File: src/rtl/pgalloc_ram.sv
// generic single-port-write, single-port-read ram with registered read
module pgalloc_ram #(
    parameter int WIDTH = 8,
    parameter int DEPTH = 16
) (
    input  logic                     i_clk,
    input  logic                     i_we,
    input  logic [$clog2(DEPTH)-1:0] i_waddr,
    input  logic [WIDTH-1:0]         i_wdata,
    input  logic                     i_re,
    input  logic [$clog2(DEPTH)-1:0] i_raddr,
    output logic [WIDTH-1:0]         o_rdata
);

    logic [WIDTH-1:0] mem [DEPTH];
    logic [WIDTH-1:0] r_rdata;

    always_ff @(posedge i_clk) begin
        if (i_we) begin
            mem[i_waddr] <= i_wdata;
        end
        if (i_re) begin
            r_rdata <= mem[i_raddr];
        end
    end

    assign o_rdata = r_rdata;

endmodule

File: config.mk
export PLATFORM = sky130hd
export DESIGN_NAME = pgalloc_ram
export DESIGN_NICKNAME = d
export VERILOG_FILES = /design/src/rtl/pgalloc_ram.sv
export SDC_FILE = /design/constraint.sdc
export NUM_CORES = 1
export LEC_CHECK = 0
export CAP_MARGIN = 20
export CORE_MARGIN = 2
export CORE_UTILIZATION = 49
export CTS_BUF_LIST = sky130_fd_sc_hd__clkbuf_2
export DETAILED_ROUTE_END_ITERATION = 8
export DONT_BUFFER_PORTS = 1
export PLACE_DENSITY = 0.66
export SKIP_LAST_GASP = 1
export SLEW_MARGIN = 5
export SYNTH_ARGS = -nofsm -noshare
export SYNTH_HDL_FRONTEND = slang
export SYNTH_SLANG_ARGS = --single-unit
File: constraint.sdc
create_clock -name i_clk -period 1.8 [get_ports i_clk]
set_input_delay 0.36 -clock i_clk [delete_from_list [all_inputs] [get_ports i_clk]]
set_output_delay 0.36 -clock i_clk [all_outputs]
set_load 0.01 [all_outputs]
==> qor.yml <==
status: "complete, no violations"
ys_ff_latch: 136
slew_headroom_pct: 62.8
power_mw: 5.38
synthCells: 229
power_frac_comb_pct: 4.7
cts_max_level: 4
ys_warn_count: 0
timing.rr.start: "mem[0][3]$_DFFE_PP_"
grt_pass1_wl_um: 14200
syn-cell-area_sq_mm: 0.00523
diodes: 0
p_int_mw: 4.30
tightestPinTransition_ns: 0.556
dp_hpwl_um: 5730
start_util_pct: 50.6
slew_viol_final: 0
cts_tree: "built"
dr_total_vias: 2362
hp-start: "i_waddr[1]"
area_delta_synth_final_pct: 10.1
place_congestion: 0.742
holdWs_ns: 0.0843
rr_endpoint: "o_rdata[3]$_DFFE_PP_"
path_class: "flip-flop to output port"
drive_above_1_share_pct: 22.7
tns_ns: 0
cp_max_fo: 1
drcViolationCount: 0
end_kind: "output port"
finalCritPeriodShare_pct: 83.8
rows: 37
finClkSkew_ns: 0.0256
vias_per_cell: 5.72
crit_arrival_ns: 1.15
clkSinkCount: 136
synth_nets: 248
drv_cap: 0
nets: 287
drtIter0Drc: 165
core_sq_mm: 0.0103
sw_frac_of_total_pct: 20.0
root_buffer: "clkbuf_2"
chipHeight_um: 107
final_hold_viol_count: 0
min_path_cells: 2
pwr-share-seq_pct: 66.8
synth_cell_types: 18
gr-total-overflow: 0
min-delay-path-class: "input pin to flip-flop"
clkPwrFrac_pct: 28.5
worstPathRequired_ns: 1.44
wirelength_um: 9350
seq_area_frac_synth_pct: 78.1
leakage_nw: 1.88
clock_latency_ns: 0.64
start_kind: "flip-flop"
netSwitchingPower_mw: 1.08
grt_max_degree: 33
finish.cell_count_without_fillers: 413
finalSetupViolCount: 0
min_period_ns: 1.51
rr_worst_depth: 3
cts_buffer_depth: 2
grt_pass1_vias: 2412
avgSynthCellArea_sq_um: 22.8
regToRegSetupSlack_ns: 0.31
place_inst: 373
hold-path-endpoint: "mem[4][1]$_DFFE_PP_"
port_buffers: 0
rsz0062_at_grt: "no"
peakVddDrop_uv: 426
drt_pass1_iterations: 4
wl_per_cell_um: 22.6
max_freq_ghz: 0.663
clk_pin_slew_worst_paths_ns: 0.17
antenna_found_initial: 0
p_per_area_mw_per_mm2: 934
numCtsBuffers: 17
cts.repair.resized: 0
track_usage_pct: 18.0
die_w_um: 107
antenna_left: 0
dieArea_sq_mm: 0.0115
pin_count: 27
power groups by stage:
stage                     clock, mW  sequential, mW  combinational (mW)
after floorplan                   0            3.66               0.180
after global placement            0            3.66               0.194
after detailed placement          0            3.67               0.195
after CTS                      1.57            3.59               0.252
after global routing           1.69            3.60               0.274
final                          1.53            3.59               0.252
Yosys cell counts:
library cell,instances,area [sq um]
a22oi_1,16,120
and2_1,1,6.26
and2b_1,1,7.51
buf_2,3,15.0
buf_4,1,7.51
buf_6,3,33.8
clkdlybuf4s25_2,3,30.0
edfxtp_1,136,4080
mux4_1,14,368
mux4_2,18,405
nand2_1,9,33.8
nand2b_1,2,12.5
nand3_1,1,5.00
nand3b_1,2,15.0
nor2_1,13,48.8
nor2b_1,1,6.26
nor3_1,4,20.0
or3b_2,1,8.76
layer usage:
| metal | global-route usage [%] | up-vias | part of all wire, % |
|---|---|---|---|
| met1 | 23.3 | 1225 | 42 |
| li1 | - | 1057 | - |
| met2 | 28.4 | 68 | 51 |
| met3 | 5.63 | 12 | 5.6 |
| met4 | 7.42 | 0 | 1.6 |
| met5 | 0 | - | 0 |
placed cells by master (no fill, tap or decap):
master / synthesis / layout
nand3_1: 1 / 1
mux4_1: 14 / 14
a22oi_1: 16 / 16
dlygate4sd3_1: 0 / 12
bufinv_16: 0 / 2
clkinv_1: 0 / 3
nand2b_1: 2 / 2
buf_4: 1 / 18
nand2_1: 9 / 9
nor2b_1: 1 / 1
clkinv_2: 0 / 2
clkbuf_2: 0 / 21
nor3_2: 0 / 1
nor2_1: 13 / 13
and2_1: 1 / 1
edfxtp_1: 136 / 136
mux4_2: 18 / 18
nand3b_1: 2 / 2
nor3_1: 4 / 3
and2b_1: 1 / 1
or3b_2: 1 / 1
registers in the layout, indices dropped and copies added (netlist names):
register and count:
mem 128, o_rdata 8
worst max-delay path by stage:
| stage | from | endpoint | slack, ns | cells after the start |
|---|---|---|---|---|
| 2_1_floorplan | i_raddr[0] | o_rdata[1]$_DFFE_PP_ | 0.16 | 5 |
| 3_3_place_gp | i_raddr[0] | o_rdata[1]$_DFFE_PP_ | 0.26 | 3 |
| 3_5_place_dp | i_raddr[0] | o_rdata[0]$_DFFE_PP_ | 0.26 | 3 |
| 4_1_cts | o_rdata[7]$_DFFE_PP_ | o_rdata[7] | 0.21 | 0 |
| 5_1_grt | o_rdata[7]$_DFFE_PP_ | o_rdata[7] | 0.18 | 0 |
| 6_report | o_rdata[7]$_DFFE_PP_ | o_rdata[7] | 0.29 | 0 |
cell type report:
cell class / instances / area [sq um]
fillers: 755 / 4570
flip-flops and latches: 136 / 4080
multi-input cells: 83 / 1060
repair buffers: 30 / 255
well taps: 136 / 170
clock buffers: 21 / 105
clock inverters: 7 / 81.3
stage by stage:
| step | setup WS (ns) | utilization [%] | cell area [sq um] |
|---|---|---|---|
| 3_5_place_dp | 0.261 | 52.8 | 5450 |
| 4_1_cts | 0.211 | 55.5 | 5730 |
| 6_report | 0.291 | 55.8 | 5760 |
| 5_1_grt | 0.179 | 55.8 | 5760 |
| 3_3_place_gp | 0.260 | 52.8 | 5450 |
| 2_1_floorplan | 0.158 | - | 5230 |
repair_timing:
action,in CTS,in global routing
endpoints found under the hold margin,136,3
buffers inserted,0,0
hold buffers,9,3
logic make-up after synthesis:
logic type             share of synthesized area [%]
DFF                                             78.1
AOI/OAI and AO/OA                               2.30
buffers and inverters                           1.65
and+or+nand+nor                                 3.14
muxes                                           14.8
(Power assumes the default switching activity.)
