**src/rtl/pgalloc_pkg.sv**
```systemverilog
// shared types and codes for the page allocator
package pgalloc_pkg;

    // command codes on the input beat; codes six and seven are unused
    typedef enum logic [2:0] {
        CMD_SEED  = 3'd0,
        CMD_ALLOC = 3'd1,
        CMD_FREE  = 3'd2,
        CMD_INC   = 3'd3,
        CMD_DEC   = 3'd4,
        CMD_READ  = 3'd5
    } t_cmd;

    // status codes on the result beat
    typedef enum logic [1:0] {
        ST_OK      = 2'd0,
        ST_NO_FREE = 2'd1,
        ST_RANGE   = 2'd2,
        ST_BAD_REF = 2'd3
    } t_status;

    // fixed port widths
    localparam int PAGE_W       = 16;
    localparam int FIRST_PAGE_W = 14;
    localparam int ALLOC_PAGE_W = 14;
    localparam int REF_COUNT_W  = 8;
    localparam int FREE_COUNT_W = 15;

    // what the update logic needs to know about the command in flight
    typedef struct packed {
        t_cmd cmd;
        logic in_range;
        logic empty;
        logic full;
    } t_upd_req;

    // what the update logic decides
    typedef struct packed {
        t_status status;
        logic    rc_we;
        logic    push;
        logic    pop;
    } t_upd_res;

endpackage

```
**src/rtl/pgalloc_update.sv**
```systemverilog
// command decode and reference count update for one command
module pgalloc_update #(
    parameter int REF_BITS = 8
) (
    input  pgalloc_pkg::t_upd_req i_req,
    input  logic [REF_BITS-1:0]   i_cnt_old,
    output pgalloc_pkg::t_upd_res o_res,
    output logic [REF_BITS-1:0]   o_cnt_new
);

    localparam logic [REF_BITS-1:0] REF_MAX = '1;
    localparam logic [REF_BITS-1:0] REF_ONE = REF_BITS'(1);

    always_comb begin
        o_res.status = pgalloc_pkg::ST_OK;
        o_res.rc_we  = 1'b0;
        o_res.push   = 1'b0;
        o_res.pop    = 1'b0;
        o_cnt_new    = '0;
        unique case (i_req.cmd) inside
            pgalloc_pkg::CMD_ALLOC: begin
                if (i_req.empty) begin
                    o_res.status = pgalloc_pkg::ST_NO_FREE;
                end else begin
                    o_res.pop   = 1'b1;
                    o_res.rc_we = 1'b1;
                    o_cnt_new   = REF_ONE;
                end
            end
            pgalloc_pkg::CMD_SEED, pgalloc_pkg::CMD_FREE, pgalloc_pkg::CMD_INC,
            pgalloc_pkg::CMD_DEC, pgalloc_pkg::CMD_READ: begin
                if (!i_req.in_range) begin
                    o_res.status = pgalloc_pkg::ST_RANGE;
                end else begin
                    o_res.rc_we = 1'b1;
                    o_cnt_new   = i_cnt_old;
                    unique case (i_req.cmd)
                        pgalloc_pkg::CMD_SEED: begin
                            // seeding skips the count check
                            if (!i_req.full) begin
                                o_res.push = 1'b1;
                                o_cnt_new  = '0;
                            end
                        end
                        pgalloc_pkg::CMD_FREE: begin
                            if (i_cnt_old != REF_ONE) begin
                                o_res.status = pgalloc_pkg::ST_BAD_REF;
                            end else if (!i_req.full) begin
                                o_res.push = 1'b1;
                                o_cnt_new  = '0;
                            end
                        end
                        pgalloc_pkg::CMD_INC: begin
                            if (i_cnt_old != REF_MAX) begin
                                o_cnt_new = i_cnt_old + REF_ONE;
                            end
                        end
                        pgalloc_pkg::CMD_DEC: begin
                            if (i_cnt_old == '0) begin
                                o_res.status = pgalloc_pkg::ST_BAD_REF;
                            end else begin
                                o_cnt_new = i_cnt_old - REF_ONE;
                            end
                        end
                        default: begin
                        end
                    endcase
                end
            end
            default: begin
                // unused codes do nothing
            end
        endcase
    end

endmodule

```
**config.mk**
```make
export PLATFORM = sky130hd
export DESIGN_NAME = pgalloc_update
export DESIGN_NICKNAME = d
export VERILOG_FILES = /design/src/rtl/pgalloc_pkg.sv /design/src/rtl/pgalloc_update.sv
export SDC_FILE = /design/constraint.sdc
export NUM_CORES = 1
export LEC_CHECK = 0
export ABC_AREA = 1
export BUFFER_PORTS_ARGS = -buffer_cell sky130_fd_sc_hd__buf_2
export CAP_MARGIN = 20
export CELL_PAD_IN_SITES_DETAIL_PLACEMENT = 1
export CELL_PAD_IN_SITES_GLOBAL_PLACEMENT = 1
export CORE_MARGIN = 2
export CORE_UTILIZATION = 30
export DETAILED_ROUTE_END_ITERATION = 7
export GPL_TIMING_DRIVEN = 0
export PLACE_DENSITY = 0.85
export SYNTH_ARGS = -nofsm -noshare
export SYNTH_HDL_FRONTEND = slang
export SYNTH_SLANG_ARGS = --single-unit
```
**constraint.sdc**
```tcl
create_clock -name vclk -period 1.7
set_input_delay 0.34 -clock vclk [all_inputs]
set_output_delay 0.34 -clock vclk [all_outputs]
set_load 0.005 [all_outputs]
```
==> results_dict.tcl <==
set metrics [dict create \
    status "finished, violations left" \
    violations "negative setup slack" \
    path_cells "buf_8 -> inv_8 -> nor3_4 -> inv_2 -> nor2_4 -> nand2_1 -> nand3_1 -> o21ai_1 -> nor2_1 -> buf_2" \
    slew_violations 0 \
    rsz0062_at_grt "yes" \
    hold_violations 0 \
    num_vias 1349 \
    die_w_microns 55.0 \
    area_growth_pct 79.5 \
    drc 0 \
    syn_area_sq_um 779 \
    avgSynthCellArea_sq_um 4.84 \
    worstSetupEndpointType "output pin" \
    yosys_warnings 0 \
    cp.arrival_ns 1.54 \
    crit_type "in -> out" \
    fin_cells 232 \
    first_pass_iters 4 \
    portBuffers 25 \
    nNetsFinal 221 \
    critPathRequiredTime_ns 1.36 \
    critPathMaxStageDelay_ns 0.26 \
    critPathSlowestCell "nor3_4" \
    whs_ns 0.955 \
    min_path_type "in -> out" \
    fillers 335 \
    grt_usage_pct 28.2 \
    grt_pass1_wl_mm 6.18 \
    total_power_w 0.000346 \
    p_leak_nw 0.669 \
    multiInputGateArea_sq_um 888 \
    globalplace.congestion 0.800 \
    regArea_sq_um 0 \
    min_period_over_period_pct 110 \
    yosys.cell_types.count 26 \
    whs_path_depth 3 \
    crit_path_max_fanout 5 \
    place_hpwl_mm 2.19 \
    synthesis.nets 178 \
    seq_cell_count 0 \
    grt_pass1_vias 1249 \
    synthCells 161 \
    rows 18 \
    post_drt_wl_per_cell_microns 19.4 \
    drt-initial-drc-count 46 \
    pre_cts_ws_ns -0.403 \
    antenna_found_initial 0 \
    n_antenna_cell 0 \
    vias_per_cell 5.81 \
    fp.dieH_microns 55.0 \
    tightest_slew_ns 0.264 \
    setup_viol 11 \
    p_per_area_mw_per_mm2 248 \
    grt_overflow 0 \
    seq_area_frac_synth_pct 0 \
    irDropWorstVdd_uv 157 \
    worst_slack_ns -0.177 \
    start_kind "input port" \
    max_slew_margin_pct 82.4 \
    dieArea_sq_mm 0.00302 \
    max-cap-violations 0 \
    finalWirelength_mm 4.49 \
    io_pins 27 \
    final_layout_size_suffix_gt1_share_pct 46.0 \
    ant_nets 0 \
    fmaxAchievable_ghz 0.533 \
    dp_cells 216 \
    num-clock-buffers 0 \
    grt_max_degree 11 \
    core_sq_mm 0.00248 \
    start_util_pct 31.5 \
    fin_crit_ns 1.88 \
]
[repair_timing]
item | 4_1_cts | 5_1_grt
gates resized for setup | 62 | 38
setup buffers | 11 | 4
setup endpoints to repair | 10 | 11
pin swaps | 20 | 20
gates cloned | 0 | 1
hold buffers | 0 | 0
[area by class of cell]
cell class,instances,area share [%]
plain buffers,3,2.77
inverters,24,8.59
multi-input cells,134,63.5
well taps,30,2.68
repair buffers,41,22.5
[path summary, 6_finish.rpt]
kind / start / end
setup / recovery: i_req[5] / o_cnt_new[5]
hold / removal: i_req[1] / o_res[0]
[stage by stage]
stage	setup TNS (ns)	utilization [%]	cell area, sq um
after CTS	-0.107	49.8	1230
after floorplan	0	-	779
after global routing	-1.36	56.5	1400
after global placement	-2.23	38.0	942
after detailed placement	-2.89	38.0	942
final	-0.825	56.5	1400
[cell usage after synthesis, drive strengths merged]
library cell  count  area, sq um
xor2              1         8.76
xnor2             1         8.76
buf               3         17.5
nor2             26          108
or2               1         6.26
nor3              2         15.0
nand3            15         80.1
nand4             4         25.0
a31oi             3         18.8
nor3b             1         7.51
ha                3         37.5
a21oi             7         35.0
o21bai            2         15.0
o21ai            17          100
nand2            47          181
inv              24         90.1
o22ai             4         25.0
[logic make-up after synthesis]
logic type / Yosys count / synth area share [%]
AND/OR/NAND/NOR: 96 / 54.3
AO/OA/AOI/OAI: 33 / 24.9
buffers and inverters: 27 / 13.8
adder cells (fa/ha/maj): 3 / 4.82
XOR/XNOR: 2 / 2.25
[report_power, final]
| part | switching [W] | total (W) | internal, W |
|---|---|---|---|
| registers | 0 | 0 | 0 |
| clock network | 0 | 0 | 0 |
| logic | 0.000205 | 0.000346 | 0.000142 |
[metal layers]
| layer | global-route usage [%] | vias up | wire length, microns |
|---|---|---|---|
| met2 | 52.2 | 68 | 2300 |
| li1 | - | 615 | - |
| met5 | 0 | - | 0 |
| met4 | 8.13 | 0 | 161 |
| met3 | 1.61 | 16 | 203 |
| met1 | 35.0 | 650 | 1830 |
[cells in the final DEF, fill, tap and decap left out, types with 5 or more instances in the layout]
cell / count
o21ai_0: 5
o21ai_1: 8
nor2_4: 9
nand2_2: 6
buf_4: 16
nand2_1: 36
nand3_1: 11
buf_2: 18
buf_6: 6
nor2_1: 13
inv_1: 15
[worst max-delay path, delay by kind of cell]
kind / cells / cell delay [ns]
AOI/OAI and AO/OA: 1 / 0.07
buffers and inverters: 4 / 0.36
and+or+nand+nor: 5 / 0.76
(Power assumes the default switching activity.)
